===== src/rtl/tlia_pkg.sv =====
// Shared types, constants and helpers for the tilt LED indicator.
`default_nettype none
package tlia_pkg;

  localparam int TAP_COUNT = 5;
  localparam int SAMPLE_W  = 16;
  // Running sum of all taps, signed, with headroom for the tap count
  localparam int SUM_W     = SAMPLE_W + $clog2(TAP_COUNT);
  localparam int MAG_W     = SUM_W - 1;

  // Divide by five: (n * 52429) >> 18 is exact for every n below 2**18
  localparam int          RECIP_W     = 16;
  localparam logic [15:0] RECIP       = 16'd52429;
  localparam int          RECIP_SHIFT = 18;
  localparam int          PROD_W      = MAG_W + RECIP_W;
  localparam int          QUOT_W      = PROD_W - RECIP_SHIFT;

  localparam int OFFSET_W   = 10;
  localparam int LIMIT_W    = 5;
  localparam int LED_W      = 8;
  localparam int LEVEL_W    = 5;
  localparam int ROT_W      = $clog2(LED_W);
  localparam int ROT_LSB    = 6;
  localparam int LEVEL_LSB  = 1;
  localparam int CFG_DATA_W = 10;
  localparam int CFG_IDX_W  = 1;

  localparam logic [LED_W-1:0]          LED_SEED       = 8'h08;
  localparam logic signed [OFFSET_W-1:0] OFFSET_RESET  = -10'sd32;
  localparam logic [LIMIT_W-1:0]        LIMIT_RESET    = 5'd16;

  typedef enum logic [CFG_IDX_W-1:0] {
    REG_SAMPLE_OFFSET = 1'b0,
    REG_PWM_LIMIT     = 1'b1
  } reg_index_t;

  localparam logic CMD_SAMPLE = 1'b0;
  localparam logic CMD_TICK   = 1'b1;

  typedef struct packed {
    logic                       cmd;
    logic signed [SAMPLE_W-1:0] sample;
  } in_item_t;

  typedef struct packed {
    logic [LED_W-1:0]   led_out;
    logic [LEVEL_W-1:0] level_out;
  } out_item_t;

  // Rotate the seed pattern right by rot places
  function automatic logic [LED_W-1:0] led_rotr(input logic [ROT_W-1:0] rot);
    logic [2*LED_W-1:0] both;
    both = {LED_SEED, LED_SEED} >> rot;
    return both[LED_W-1:0];
  endfunction

endpackage
`default_nettype wire


===== src/rtl/tlia_tap_cell.sv =====
// One tap of the sample shift chain.
`default_nettype none
module tlia_tap_cell (
  input  wire logic                                clk,
  input  wire logic                                rst,
  input  wire logic                                shift,
  input  wire logic signed [tlia_pkg::SAMPLE_W-1:0] d,
  output logic signed [tlia_pkg::SAMPLE_W-1:0]      q
);
  import tlia_pkg::*;

  always_ff @(posedge clk) begin
    if (rst) begin
      q <= '0;
    end else if (shift) begin
      q <= d;
    end
  end

endmodule
`default_nettype wire


===== src/rtl/tlia_div5.sv =====
// Registered divide-by-five stage, truncating toward zero.
`default_nettype none
module tlia_div5 (
  input  wire logic                             clk,
  input  wire logic                             en,
  input  wire logic signed [tlia_pkg::SUM_W-1:0] sum,
  output logic signed [tlia_pkg::SUM_W-1:0]      quot
);
  import tlia_pkg::*;

  logic              neg;
  logic [MAG_W-1:0]  mag;
  logic [PROD_W-1:0] prod;
  logic              neg_r;
  logic [QUOT_W-1:0] q;
  logic [SUM_W-1:0]  q_ext;

  // Work on the magnitude so the quotient truncates toward zero
  assign neg = sum[SUM_W-1];
  assign mag = neg ? MAG_W'(-sum) : MAG_W'(sum);

  always_ff @(posedge clk) begin
    if (en) begin
      prod  <= PROD_W'(mag) * PROD_W'(RECIP);
      neg_r <= neg;
    end
  end

  assign q     = prod[PROD_W-1 -: QUOT_W];
  assign q_ext = SUM_W'(q);
  assign quot  = neg_r ? signed'(SUM_W'(0) - q_ext) : signed'(q_ext);

endmodule
`default_nettype wire


===== src/rtl/tilt_led_indicator_with_average_top.sv =====
// Top level: sample chain, averaging pipeline and LED/PWM output stage.
//
// Usage: items enter on in_valid/in_ready. An item with cmd = sample shifts
// its reading into a chain of five tap cells and updates a running sum; an
// item with cmd = tick steps the PWM counter. Every item yields exactly one
// result on out_valid/out_ready: the new LED pattern and level for a sample,
// the PWM-driven LED byte and current level for a tick.
// The three stages are the tap chain and running sum, the divide-by-five
// multiplier register, then the output register where pattern, level and
// PWM counter are updated in item order.
// Throughput is one item per cycle while out_ready stays high; each stage
// moves when the stage after it is empty or moving, so new items keep
// entering while a result waits.
// When the receiver stalls, the pipeline fills and in_ready drops once all
// three stages hold items.
// Reset (synchronous, active high) clears the taps, sum, counter, pattern,
// level and all valid flags, and loads sample_offset = -32, pwm_limit = 16.
// Configuration writes on cfg_we take effect at once; issue them only while
// the block is idle.
`default_nettype none
module tilt_led_indicator_with_average_top (
  input  wire logic                                  clk,
  input  wire logic                                  rst,
  input  wire logic                                  in_valid,
  output logic                                       in_ready,
  input  wire tlia_pkg::in_item_t                    in_item,
  output logic                                       out_valid,
  input  wire logic                                  out_ready,
  output tlia_pkg::out_item_t                        out_item,
  input  wire logic                                  cfg_we,
  input  wire logic [tlia_pkg::CFG_IDX_W-1:0]        cfg_index,
  input  wire logic [tlia_pkg::CFG_DATA_W-1:0]       cfg_data
);
  import tlia_pkg::*;

  logic signed [OFFSET_W-1:0] sample_offset;
  logic [LIMIT_W-1:0]         pwm_limit;

  logic signed [SAMPLE_W-1:0] taps [TAP_COUNT];
  logic signed [SUM_W-1:0]    sum;
  logic signed [SUM_W-1:0]    sum_next;
  logic                       take_sample;
  logic                       accept;

  logic                       s1_valid;
  logic                       s1_cmd;
  logic                       s2_valid;
  logic                       s2_cmd;
  logic signed [SUM_W-1:0]    s2_quot;
  logic                       s2_ready;
  logic                       out_adv;

  logic [LED_W-1:0]           base_pattern;
  logic [LEVEL_W-1:0]         bright_level;
  logic [LIMIT_W-1:0]         pwm_count;

  logic signed [SUM_W-1:0]    avg;
  logic [LED_W-1:0]           pattern_next;
  logic [LEVEL_W-1:0]         level_next;
  logic [LED_W-1:0]           drive;
  logic [LIMIT_W-1:0]         pwm_count_next;

  // Configuration registers
  always_ff @(posedge clk) begin
    if (rst) begin
      sample_offset <= OFFSET_RESET;
      pwm_limit     <= LIMIT_RESET;
    end else if (cfg_we) begin
      case (reg_index_t'(cfg_index))
        REG_SAMPLE_OFFSET: sample_offset <= signed'(cfg_data[OFFSET_W-1:0]);
        REG_PWM_LIMIT:     pwm_limit     <= cfg_data[LIMIT_W-1:0];
        default:           ;
      endcase
    end
  end

  // Stage handshake: each stage moves when the next is empty or moving
  assign out_adv  = !out_valid || out_ready;
  assign s2_ready = !s2_valid || out_adv;
  assign in_ready = !s1_valid || s2_ready;
  assign accept   = in_valid && in_ready;
  assign take_sample = accept && (in_item.cmd == CMD_SAMPLE);

  // Tap chain: the newest sample enters cell 0, the oldest falls off the end
  for (genvar k = 0; k < TAP_COUNT; k++) begin : g_tap
    if (k == 0) begin : g_first
      tlia_tap_cell u_cell (
        .clk   (clk),
        .rst   (rst),
        .shift (take_sample),
        .d     (in_item.sample),
        .q     (taps[k])
      );
    end else begin : g_rest
      tlia_tap_cell u_cell (
        .clk   (clk),
        .rst   (rst),
        .shift (take_sample),
        .d     (taps[k-1]),
        .q     (taps[k])
      );
    end
  end

  // Running sum: add the new sample, drop the one leaving the chain
  assign sum_next = sum + SUM_W'(in_item.sample) - SUM_W'(taps[TAP_COUNT-1]);

  always_ff @(posedge clk) begin
    if (rst) begin
      sum <= '0;
    end else if (take_sample) begin
      sum <= sum_next;
    end
  end

  // Stage 1 holds the item whose sum is the current running sum
  always_ff @(posedge clk) begin
    if (rst) begin
      s1_valid <= 1'b0;
      s2_valid <= 1'b0;
    end else begin
      if (in_ready) begin
        s1_valid <= in_valid;
      end
      if (s2_ready) begin
        s2_valid <= s1_valid;
      end
    end
  end

  always_ff @(posedge clk) begin
    if (in_ready) begin
      s1_cmd <= in_item.cmd;
    end
    if (s2_ready) begin
      s2_cmd <= s1_cmd;
    end
  end

  tlia_div5 u_div5 (
    .clk  (clk),
    .en   (s2_ready),
    .sum  (sum),
    .quot (s2_quot)
  );

  // Output stage: pattern and level on a sample, PWM drive on a tick
  assign avg          = s2_quot + SUM_W'(sample_offset);
  assign pattern_next = led_rotr(avg[ROT_LSB +: ROT_W]);
  assign level_next   = avg[LEVEL_LSB +: LEVEL_W];
  assign drive        = (LEVEL_W'(pwm_count) < bright_level) ? (base_pattern >> 1)
                                                             : base_pattern;
  assign pwm_count_next = (pwm_count > pwm_limit) ? '0 : pwm_count + LIMIT_W'(1);

  always_ff @(posedge clk) begin
    if (rst) begin
      out_valid    <= 1'b0;
      base_pattern <= '0;
      bright_level <= '0;
      pwm_count    <= '0;
    end else if (out_adv) begin
      out_valid <= s2_valid;
      if (s2_valid) begin
        if (s2_cmd == CMD_SAMPLE) begin
          base_pattern <= pattern_next;
          bright_level <= level_next;
        end else begin
          pwm_count <= pwm_count_next;
        end
      end
    end
  end

  always_ff @(posedge clk) begin
    if (out_adv && s2_valid) begin
      if (s2_cmd == CMD_SAMPLE) begin
        out_item.led_out   <= pattern_next;
        out_item.level_out <= level_next;
      end else begin
        out_item.led_out   <= drive;
        out_item.level_out <= bright_level;
      end
    end
  end

`ifndef NO_ASSERTIONS
  // A full, stalled pipeline must refuse new items
  a_full_stall: assert property (@(posedge clk) disable iff (rst)
    (s1_valid && s2_valid && out_valid && !out_ready) |-> !in_ready)
    else $error("item accepted into a full stalled pipeline");

  // A shown result always carries the level held in the output stage
  a_level_match: assert property (@(posedge clk) disable iff (rst)
    out_valid |-> (out_item.level_out == bright_level))
    else $error("result level differs from held brightness level");

  // Nothing comes out in the cycle after reset
  a_reset_empty: assert property (@(posedge clk)
    $past(rst) |-> (!out_valid && !s1_valid && !s2_valid))
    else $error("pipeline not empty after reset");
`endif

endmodule
`default_nettype wire


===== config.mk =====
export PLATFORM = sky130hd
export DESIGN_NAME = tilt_led_indicator_with_average_top
export DESIGN_NICKNAME = d
export VERILOG_FILES = /design/src/rtl/tlia_pkg.sv /design/src/rtl/tlia_tap_cell.sv /design/src/rtl/tlia_div5.sv /design/src/rtl/tilt_led_indicator_with_average_top.sv
export SDC_FILE = /design/constraint.sdc
export NUM_CORES = 1
export LEC_CHECK = 0
export ABC_AREA = 1
export ABC_CLOCK_PERIOD_IN_PS = 9150
export BUFFER_PORTS_ARGS = -buffer_cell sky130_fd_sc_hd__buf_2
export CAP_MARGIN = 20
export CORE_MARGIN = 4
export CORE_UTILIZATION = 60
export DETAILED_ROUTE_END_ITERATION = 12
export GPL_TIMING_DRIVEN = 0
export MAX_ROUTING_LAYER = met4
export PLACE_DENSITY_LB_ADDON = 0.2
export REMOVE_ABC_BUFFERS = 1
export SLEW_MARGIN = 20
export SYNTH_ARGS = -nofsm -noshare
export SYNTH_HDL_FRONTEND = slang
export SYNTH_SLANG_ARGS = --single-unit

===== constraint.sdc =====
create_clock -name clk -period 9.15 [get_ports clk]
set_clock_uncertainty 0.2 [all_clocks]
set_input_delay 0.4575 -clock clk [delete_from_list [all_inputs] [get_ports clk]]
set_output_delay 0.4575 -clock clk [all_outputs]
set_load 0.05 [all_outputs]

After elaboration in Yosys (flattened, before gate mapping)
Cells that the tools add are included.
{"block": "op_classes", "n_mux": 5, "reduce_logical": 13, "order_cmp": 2, "multipliers": 1, "bitwise_logic": 3, "addsub": 6, "n_shift": 1}
{"cell": "18-bit by 16-bit multiplier with 27-bit output (second input constant)", "count": 1}
{"cell": "19-bit by 16-bit adder with 19-bit output", "count": 1}
{"cell": "19-bit by 16-bit subtractor with 19-bit output", "count": 1}
{"cell": "18-bit two-way mux", "count": 1}
{"cell": "18-bit negation", "count": 1}
{"cell": "13-bit two-way mux", "count": 1}
{"cell": "12-bit by 3-bit >> shifter with 8-bit output (first input constant)", "count": 1}
{"cell": "9-bit adder", "count": 1}
{"cell": "9-bit two-way mux", "count": 1}
{"cell": "1-bit by 9-bit subtractor with 9-bit output (first input constant)", "count": 1}
{"cell": "8-bit two-way mux", "count": 1}
{"cell": "3-bit AND reduction", "count": 2}
{"cell": "5-bit by 1-bit adder with 5-bit output (second input constant)", "count": 1}
{"cell": "5-bit > comparator", "count": 1}
{"cell": "5-bit less-than comparator", "count": 1}
{"cell": "5-bit two-way mux", "count": 1}
{"cell": "2-bit AND reduction", "count": 2}
{"cell": "1-bit logical AND", "count": 3}
{"cell": "1-bit zero test", "count": 3}
{"cell": "1-bit logical OR", "count": 3}
{"cell": "1-bit inverter", "count": 3}
{"block": "word_totals", "out_inout_bits": 15, "input_bits": 33, "wordCells": 51, "reg_bits": 177}

Logic depth before layout (Yosys ltp)
Gate-level depths: netlist of the first run.
{"block": "logic_depth", "depth_word": 6, "ltp_mapped": 33, "depth_no_buf": 33}

Hierarchy
A second synthesis of the first run with hierarchy kept.
{"block": "unflattened", "hier_cells": 2126, "area_unflattened_um2": 15621.2}
{"mod": "tlia_div5", "area_per_inst_um2": 7268.2, "cells_per_inst": 939, "seq_area_each_um2": 510.5, "instances": 1}
{"mod": "tilt_led_indicator_with_average_top", "area_per_inst_um2": 4999.8, "cells_per_inst": 682, "seq_area_each_um2": 1531.5, "instances": 1}
{"mod": "tlia_tap_cell", "area_per_inst_um2": 670.6, "cells_per_inst": 101, "seq_area_each_um2": 320.3, "instances": 5}

Worst setup path after synthesis of the first run
OpenSTA, ideal clock, no wires.
{"block": "synth_timing", "path_type": "register to register", "startpoint": "reg sum[0]", "endpoint": "reg u_div5.prod[25] (data pin)", "synth_period_minus_slack_ps": 5991, "arrival_time_ps": 5539, "setup_time_ps": 252, "required_time_ps": 8698, "path_stages_with_launch": 25, "slack_ps": 3159, "n_path_buf": 0, "cell_sequence": "dfxtp_1 > inv_2 > ha_1 > nand4_1 > nand2_1 > xor2_1 > nor2_1 > nor2_1 > inv_2 > fa_1 > inv_1 > fa_1 > fa_1 > fa_1 > inv_1 > fa_1 > inv_1 > ha_1 > a21oi_1 > a21boi_0 > o21ai_0 > a31oi_1 > nand2_1 > nand2_1 > nand2_1"}
{"block": "synth_between", "elab_chain_cells": 3}
{"item": "start: declaration", "line": "tilt_led_indicator_with_average_top.sv:40", "rtl": "logic signed [SUM_W-1:0] sum;"}
{"item": "start signal: assignment", "line": "tilt_led_indicator_with_average_top.sv:112", "rtl": "sum <= sum_next;"}
{"item": "18-bit negation", "line": "tlia_div5.sv:20", "rtl": "assign mag = neg ? MAG_W'(-sum) : MAG_W'(sum);"}
{"item": "18-bit two-way mux (*)", "line": "tlia_div5.sv:20"}
{"item": "18-bit by 16-bit multiplier with 27-bit output (*)", "line": "tlia_div5.sv:24", "rtl": "prod <= PROD_W'(mag) * PROD_W'(RECIP);"}
{"item": "end signal: assignment", "line": "tlia_div5.sv:24"}
{"item": "end: declaration", "line": "tlia_div5.sv:13", "rtl": "logic [PROD_W-1:0] prod;"}
Mark *: on every way between the ends. The rest lies on a longest branch, timed or not.
A chain may end at the register's enable or synchronous reset.

Worst setup path after layout of the first run
{"block": "layout_timing", "startpoint": "reg sum[0]", "endpoint": "reg u_div5.prod[26] (data pin)"}
Same word-level chain as after synthesis.

==> reports/summary.txt, run 1 <==
Area of the multi-input gates: 0.00842 mm^2
Initial DRC Count: 564
Maximum clock rate: 0.142 GHz
Top cells by area, synth: dfxtp_1, fa_1, ha_1
DP HPWL: 23,700 um
P&R area growth vs syn: 7.90%
Wirelength, routed: 30,200 um
Area of the core: 0.0220 mm^2
FF-to-FF path depth: 22
Synth top area share: 20.0%
Worst path cell trace: inv_2, ha_1, nand4_1, nand2_1, xor2_1, nand2_1, inv_2, nor2_1, fa_1, fa_1, fa_1, fa_1, inv_1, fa_1, inv_1, ha_1, a21oi_1, o21ai_0, a21oi_1, nand3_1, nand3_1, nand2_1
Max cap viols: 0
Initial core utilization: 61.2%
Via count: 11,100
Initial DRT Pass Iterations: 6
Required time worst endpoint: 9.13 ns
Post-Syn Area: 0.0134 mm^2
Total gr overflow: 0
Hold WS: 0.0227 ns
Critical Path Stages: 22
Die height: 158 um
Hold Fails Final Rpt: 0
Total CTS buffers: 17
Fillers: 1,944
Largest net degree at the start of global routing: 90
RePlAce Congestion: 0.955
Final setup TNS: 0 ns
Crit end category: flip-flop
CP bufs+invs: 4
Startpoint types: flip-flop
Critical Path AT: 7.02 ns
Input/output buffers: 46
Via-per-instance ratio: 5.29
Slowest cell on crit path: xor2_1
Final layout net count: 2,073
Fin util: 66.0%
Die width: 158 um
Post-synth EDFFs: 25
Final worst slack: 2.12 ns
Ys async rst share: 0%
H-tree depth: 4
RSZ-0062 raised after global routing: no
Worst-margin pin slew: 1.03 ns
Hold path depth: 1
Sequential share of the synthesized area: 25.5%
Initial antenna violation count: 0
Fin. max-slew vios: 0
Clock sinks: 159
Antenna Cells: 0
CTS root buffer: clkbuf_16
Family with the most delay on the worst path: adder cells
# setup viols final: 0
Rows: 54
Area leader, netlist: dfxtp_1
Ys Warns: 0
FF/Latch Area: 0.00343 mm^2
CTS tree: yes
Status: completed
Die area: 0.0249 mm^2
Setup WS pre-CTS: 2.14 ns
Vias in the first global route: 10,900
Worst Setup Path Type: reg -> reg
Maximum root-to-sink buffer count: 2
Mean Syn Cell Area: 7.57 um^2
CP max stage delay: 0.75 ns
Boundary Pins: 48
Post-route ant nets: 0
Worst skew pair latency: 0.43 ns
Global-route wire length before repair: 50,600 um
Seq cells post-synth: 159
Library cells used by synthesis: 50
Clk slew on worst S/H paths: 0.07 ns
Routed WL per cell: 14.4 um
Type of the tightest min-delay check: in -> reg
Postcts setup bufs: 0
Total track usage: 25.9%
Top FF cell, synth: dfxtp_1
Worst Path Max Fanout: 8
Synthesized instance count: 1,775
Detailed-route DRC error count: 0
# resized after CTS: 0
Layout cell share with drive strength beyond 1: 6.73%
Most frequent CP cell: fa_1
Post-CTS Hold Buffers: 0
Slew headroom: 31.4%
Crit path time final: 7.03 ns
Final worst path period share: 76.9%
[cell usage after synthesis (all sizes together), types with 4 or more instances]
master	instances
inv	371
nand2	269
nor2	219
o21ai	161
ha	142
dfxtp	134
a21oi	105
fa	99
nand3	71
xor2	44
edfxtp	25
clkbuf	24
buf	19
nand4	16
xnor2	16
nor3	10
a21o	7
o211ai	7
o21a	4
[metal layers]
| metal | vias to the layer above | GRT usage (%) | share of wire (%) |
|---|---|---|---|
| li1 | 5619 | - | - |
| met1 | 5157 | 31.7 | 44 |
| met2 | 230 | 44.2 | 49 |
| met3 | 68 | 3.25 | 3.4 |
| met4 | 0 | 9.42 | 3.1 |
| met5 | - | - | 0 |
[placed cells by master (no fill, tap or decap), types with 16 or more instances in the layout]
cell type / n
o21ai_0: 128
fa_1: 99
buf_2: 46
ha_1: 142
inv_2: 19
dfxtp_1: 134
o21ai_1: 31
a21oi_1: 105
xor2_1: 40
nand3_1: 68
clkbuf_16: 18
nand2_1: 264
nand4_1: 16
inv_1: 350
nor2_1: 214
xnor2_1: 16
edfxtp_1: 25
[worst reg2reg max path, stage by stage, from the launching register on]
cell and delay, ns:
dfxtp_1 0.54, inv_2 0.13, ha_1 0.27, nand4_1 0.17, nand2_1 0.08, xor2_1 0.75, nand2_1 0.22, inv_2 0.17
nor2_1 0.13, fa_1 0.54, fa_1 0.48, fa_1 0.50, fa_1 0.58, inv_1 0.07, fa_1 0.53, inv_1 0.05
ha_1 0.37, a21oi_1 0.25, o21ai_0 0.19, a21oi_1 0.19, nand3_1 0.18, nand3_1 0.13, nand2_1 0.05
[path summary, 6_finish.rpt]
kind / end / slack, ns / from
setup / recovery: u_div5.prod[26] / 2.12 / sum[0]
hold / removal: s1_cmd / 0.02 / in_item[16]
setup reg to reg: u_div5.prod[26] / 2.12 / sum[0]
hold reg to reg: s2_cmd / 0.24 / s1_cmd
[state kept, by name, indices dropped and copies added, names as in the netlist]
name,flops
out_valid,1
pwm_count,5
bright_level,5
sample_offset,9
sum,19
g_tap.g_first.u_cell.q,16
g_tap.g_rest.u_cell.q,64
s1_cmd,1
s1_valid,1
s2_valid,1
s2_cmd,1
base_pattern,8
u_div5.neg_r,1
pwm_limit,5
u_div5.prod,9
out_item,13
[layout make-up]
cell class | instances | share of cell area [%]
clock inverters | 12 | 0.967
clock buffers | 20 | 3.23
multi-input cells | 1199 | 58.1
repair buffers | 48 | 1.92
flip-flops and latches | 159 | 23.7
inverters | 374 | 9.73
well taps | 280 | 2.42
[per-stage QoR]
stage               std cells  cell area (um^2)
detailed placement       2060             13900
floorplan                1732             13300
CTS                      2092             14500
global placement         2058             13800
finish                   2092             14500
global route             2092             14500
[cell families (layout without fill, tap and decap cells)]
kind of cell / count (synthesis) / count (layout) / share of synthesized area (%)
flip-flops: 159 / 159 / 25.5
AO/OA/AOI/OAI: 301 / 301 / 12.0
AND/OR/NAND/NOR: 597 / 597 / 18.4
buffers and inverters: 417 / 454 / 11.9
adder cells (fa/ha/maj): 241 / 241 / 28.0
XOR/XNOR: 60 / 60 / 4.22
Power of run 1 is not shown: default switching activity piles up to over one toggle a cycle in this logic, so the estimate is an artifact.
==> inputs of run 2 (changes only) <==
- ABC_CLOCK_PERIOD_IN_PS: 9150 -> 6200
- CORE_UTILIZATION: 60 -> 58
- clock period: 9.15 -> 6.2 ns (I/O delays scaled with it)
==> reports/summary.txt, run 2 (synthesis gave the netlist of run 1 again) <==
Detailed-route DRC error count: 0 (unchanged)
Antenna Cells: 0 (unchanged)
CP startpoint: sum[0] (unchanged)
Clk slew on worst S/H paths: 0.07 ns (about the same)
Routed WL per cell: 14.6 um (was 14.4 um)
Via count: 11,300 (was 11,100)
Final layout net count: 2,126 (was 2,073)
HP Start: in_item[15] (was in_item[16])
Worst Setup Path Type: reg -> reg (unchanged)
Die height: 160 um (was 158 um)
RePlAce Congestion: 0.922 (was 0.955)
CTS tree: yes (unchanged)
Max cap viols: 0 (unchanged)
Vias in the first global route: 11,100 (was 10,900)
Rows: 55 (was 54)
Wirelength, routed: 31,400 um (was 30,200 um)
Post-route ant nets: 0 (unchanged)
Initial DRC Count: 664 (was 564)
Crit end category: flip-flop (unchanged)
Registers with the most flip-flops: g_tap.g_rest.u_cell.q x64, sum x19, g_tap.g_first.u_cell.q x16 (unchanged)
Hold Fails Final Rpt: 0 (unchanged)
Fin. max-slew vios: 0 (unchanged)
Maximum clock rate: 0.166 GHz (was 0.142 GHz)
Boundary Pins: 48 (unchanged)
Largest net degree at the start of global routing: 86 (was 90)
Slew headroom: 46.1% (was 31.4%)
Die width: 160 um (was 158 um)
Commonest non-fill, non-tap cell in the layout: inv_1 (unchanged)
Die area: 0.0257 mm^2 (was 0.0249 mm^2)
Total gr overflow: 0 (unchanged)
Critical Path AT: 6.00 ns (was 7.02 ns)
Layout cell share with drive strength beyond 1: 11.4% (was 6.73%)
P&R area growth vs syn: 15.1% (was 7.90%)
Maximum root-to-sink buffer count: 2 (unchanged)
Largest register FFs: 64 (unchanged)
Clock sinks: 159 (unchanged)
Initial DRT Pass Iterations: 5 (was 6)
Worst skew pair latency: 0.44 ns (was 0.43 ns)
Startpoint types: flip-flop (unchanged)
Total CTS buffers: 17 (unchanged)
Type of the tightest min-delay check: in -> reg (unchanged)
DP HPWL: 23,900 um (was 23,700 um)
Status: completed (unchanged)
# setup viols final: 0 (unchanged)
Worst-margin pin slew: 0.809 ns (was 1.03 ns)
Fillers: 1,881 (was 1,944)
Initial antenna violation count: 0 (unchanged)
Total track usage: 25.2% (was 25.9%)
Crit path time final: 6.01 ns (was 7.03 ns)
Initial core utilization: 59.2% (was 61.2%)
Biggest register: g_tap.g_rest.u_cell.q (unchanged)
Reg2reg start: sum[0] (unchanged)
Via-per-instance ratio: 5.26 (was 5.29)
Most frequent cells in the layout: inv_1, nand2_1, nor2_1, dfxtp_1, ha_1 (was inv_1, nand2_1, nor2_1, ha_1, dfxtp_1)
Input/output buffers: 46 (unchanged)
Area of the core: 0.0227 mm^2 (was 0.0220 mm^2)
Final worst path period share: 96.9% (was 76.9%)
H-tree depth: 4 (unchanged)
Worst Path Max Fanout: 5 (was 8)
Fin util: 68.1% (was 66.0%)
Required time worst endpoint: 6.19 ns (was 9.13 ns)
Global-route wire length before repair: 52,100 um (was 50,600 um)
CTS root buffer: clkbuf_16 (unchanged)
[run 2: cell type report]
class / instances / area [um^2] / share of cell area (%)
Inverter: 374 / 1430 / 9.22
Clock buffer: 19 / 464 / 3.00
Timing Repair Buffer: 101 / 751 / 4.85
Sequential cell: 159 / 3440 / 22.3
Clock inverter: 12 / 165 / 1.07
Multi-Input combinational cell: 1199 / 8860 / 57.3
Tap cell: 285 / 357 / 2.31
[run 2: path summary, 6_finish.rpt]
kind,endpoint,slack (ns),cells after the start
max,u_div5.prod[25],0.19,24
min,g_tap[0].g_first.u_cell.q[15],0.07,3
max reg2reg,u_div5.prod[25],0.19,24
min reg2reg,s2_cmd,0.23,0
[run 2: repair_timing]
item / CTS / global route
endpoints found under the setup margin: 9 / 9
pin swaps: 8 / 24
setup buffers: 5 / 21
endpoints found under the hold margin: 31 / 0
hold buffers: 27 / 0
gates resized for setup: 38 / 58
[run 2: per-layer routing]
metal	global-route usage [%]	up-vias	part of all wire [%]
met5	-	-	0
li1	-	5740	-
met1	31.2	5253	45
met2	42.9	245	49
met3	3.10	68	2.6
met4	8.56	0	3.2
[run 2: metrics by stage]
step,setup TNS [ns],hold WS (ns),cell area [um^2],cells,setup slack [ns]
3_3_place_gp,-5.57,0.208,13800,2063,-0.813
4_1_cts,0,0.0621,15000,2128,0.00199
2_1_floorplan,0,0.179,13300,1732,0.178
3_5_place_dp,-5.77,0.205,13900,2065,-0.816
5_1_grt,-0.0405,0.112,15500,2149,-0.0164
6_report,0,0.0709,15500,2149,0.190
[run 2: critical path: stages, from the launching register on]
cell and delay, ns:
dfxtp_4 0.36, inv_6 0.08, ha_4 0.16, nand4_1 0.19
nand2_2 0.17, xor2_4 0.27, nor2_2 0.08, nor2_4 0.21
inv_2 0.06, fa_1 0.53, inv_1 0.06, fa_1 0.46
fa_1 0.48, fa_1 0.55, inv_1 0.06, fa_1 0.54
inv_1 0.05, ha_1 0.33, nand2_1 0.13, nor2_2 0.13
inv_1 0.08, nor4_1 0.28, nand2_1 0.15, nand3_1 0.11
nand2_1 0.06
Power of run 2 is left out for the same reason.
==> inputs of run 3 (changes only) <==
- ABC_CLOCK_PERIOD_IN_PS: 6200 -> 7750
- CORE_ASPECT_RATIO: unset -> 1.25
- CORE_UTILIZATION: 58 -> 30
- clock period: 6.2 -> 7.75 ns (I/O delays scaled with it)
==> reports/summary.txt, run 3 (synthesis gave the netlist of run 1 again) <==
Fin. max-slew vios: 0 (unchanged)
Die area: 0.0483 mm^2 (was 0.0257 mm^2)
RePlAce Congestion: 0.858 (was 0.922)
Initial DRT Pass Iterations: 7 (was 5)
Antenna Cells: 0 (unchanged)
Die width: 197 um (was 160 um)
Rows: 86 (was 55)
Hold worst-path end: g_tap[0].g_first.u_cell.q[4] (was g_tap[0].g_first.u_cell.q[15])
DP HPWL: 26,400 um (was 23,900 um)
R2R setup slack: 0.57 ns (was 0.19 ns)
Final layout net count: 2,088 (was 2,126)
Boundary Pins: 48 (unchanged)
# resized after CTS: 0 (was 38)
FF-to-FF End: u_div5.prod[25] (unchanged)
Input/output buffers: 46 (unchanged)
Die height: 245 um (was 160 um)
Hold path depth: 3 (unchanged)
Maximum clock rate: 0.139 GHz (was 0.166 GHz)
CTS root buffer: clkbuf_16 (unchanged)
Reg2reg start: sum[0] (unchanged)
Post-route ant nets: 0 (unchanged)
Type of the tightest min-delay check: in -> reg (unchanged)
Vias in the first global route: 11,000 (was 11,100)
Met2 global-route usage: 26.2% (was 42.9%)
Clock sinks: 159 (unchanged)
Initial DRC Count: 434 (was 664)
Setup WS pre-CTS: 0.494 ns (was -0.816 ns)
Worst skew pair latency: 0.46 ns (was 0.44 ns)
Final setup TNS: 0 ns (unchanged)
Via count: 10,800 (was 11,300)
Layout cell share with drive strength beyond 1: 6.84% (was 11.4%)
FF-to-FF path depth: 24 (unchanged)
Clk slew on worst S/H paths: 0.07 ns (about the same)
Crit path time final: 7.18 ns (was 6.01 ns)
P&R area growth vs syn: 12.3% (was 15.1%)
Global-route wire length before repair: 54,600 um (was 52,100 um)
Worst-margin pin slew: 0.885 ns (was 0.809 ns)
Worst Setup Path Type: reg -> reg (unchanged)
Startpoint types: flip-flop (unchanged)
Total gr overflow: 0 (unchanged)
Worst Path Max Fanout: 8 (was 5)
M3 GR Usage: 2.16% (was 3.10%)
HP Start: in_item[4] (was in_item[15])
Final worst slack: 0.574 ns (was 0.190 ns)
Fillers: 4,726 (was 1,881)
CTS tree: yes (unchanged)
Slew headroom: 40.8% (was 46.1%)
Initial antenna violation count: 0 (unchanged)
H-tree depth: 4 (unchanged)
Placed cells: 2,353 (was 2,065)
Gr busiest metal: met2 (unchanged)
Finished Layout Cells: 2,399 (was 2,149)
Registers with the most flip-flops: g_tap.g_rest.u_cell.q x64, sum x19, g_tap.g_first.u_cell.q x16 (unchanged)
Most frequent cells in the layout: inv_1, nand2_1, nor2_1, ha_1, dfxtp_1 (was inv_1, nand2_1, nor2_1, dfxtp_1, ha_1)
Detailed-route DRC error count: 0 (unchanged)
Max cap viols: 0 (unchanged)
Required time worst endpoint: 7.75 ns (was 6.19 ns)
Commonest non-fill, non-tap cell in the layout: inv_1 (unchanged)
Routed WL per cell: 13.6 um (was 14.6 um)
Total CTS buffers: 17 (unchanged)
Largest net degree at the start of global routing: 97 (was 86)
Via-per-instance ratio: 4.52 (was 5.26)
Maximum root-to-sink buffer count: 2 (unchanged)
CP startpoint: sum[0] (unchanged)
# setup viols final: 0 (unchanged)
Initial core utilization: 30.4% (was 59.2%)
Status: completed (unchanged)
Total track usage: 14.4% (was 25.2%)
Crit end category: flip-flop (unchanged)
Final worst path period share: 92.6% (was 96.9%)
Critical Path AT: 7.18 ns (was 6.00 ns)
Area of the core: 0.0442 mm^2 (was 0.0227 mm^2)
Wirelength, routed: 32,700 um (was 31,400 um)
Met1 GRT Util: 16.1% (was 31.2%)
RSZ-0062 raised after global routing: no
Biggest register: g_tap.g_rest.u_cell.q (unchanged)
Hold Fails Final Rpt: 0 (unchanged)
Largest register FFs: 64 (unchanged)
==> run 3: changes by cell type in the layout (fill, tap and decap cells not counted), sizes merged <==
| cell | change |
|---|---|
| dlygate4sd3 | -13 |
| clkbuf | -1 |
| bufinv | +2 |
| buf | -25 |
==> run 3: what timing repair did <==
action	4_1_cts	5_1_grt
hold buffers	14	0
setup buffers	0	0
hold endpoints to repair	14	0
==> run 3: layout make-up <==
type | instances | area, um^2 | share of cell area (%)
sequential | 159 | 3430 | 22.8
clock buffer | 18 | 439 | 2.91
clock inverter | 14 | 218 | 1.44
timing repair buffer | 63 | 445 | 2.95
inverter | 374 | 1410 | 9.36
multi-input combinational | 1199 | 8420 | 55.8
tap | 572 | 716 | 4.74
==> run 3: through the flow <==
step | instance area [um^2] | util [%] | hold WS (ns)
2_1_floorplan | 13300 | - | 0.200
3_3_place_gp | 14200 | 32.1 | 0.219
3_5_place_dp | 14300 | 32.3 | 0.231
4_1_cts | 15100 | 34.1 | 0.00479
5_1_grt | 15100 | 34.1 | 0.0357
6_report | 15100 | 34.1 | 0.0229
==> run 3: worst max path at each step <==
| stage | end | slack (ns) |
|---|---|---|
| after floorplan | u_div5.prod[25] | 1.73 |
| after global placement | u_div5.prod[25] | 0.51 |
| after detailed placement | u_div5.prod[25] | 0.49 |
| after CTS | u_div5.prod[25] | 0.47 |
| after global routing | u_div5.prod[25] | 0.23 |
| final | u_div5.prod[25] | 0.57 |
==> run 3: critical path: stages (launching register included) <==
cell and delay [ns]:
dfxtp_1 0.51, inv_2 0.12, ha_1 0.28, nand4_1 0.18, nand2_1 0.09, xor2_1 0.72
nor2_1 0.08, nor2_1 0.50, inv_2 0.08, fa_1 0.54, inv_1 0.07, fa_1 0.50
fa_1 0.51, fa_1 0.54, inv_1 0.05, fa_1 0.52, inv_1 0.04, ha_1 0.32
a21oi_1 0.17, a21boi_0 0.27, o21ai_0 0.16, a31oi_1 0.25, nand2_1 0.09, nand2_1 0.07
nand2_1 0.04
==> run 3: per-layer routing <==
metal	share of wire, %	up-vias	routed length (um)
li1	-	5658	-
met1	43	4988	14000
met2	52	149	17000
met3	2.4	45	794
met4	2.6	0	856
met5	0	-	0
Power of run 3 is left out for the same reason.
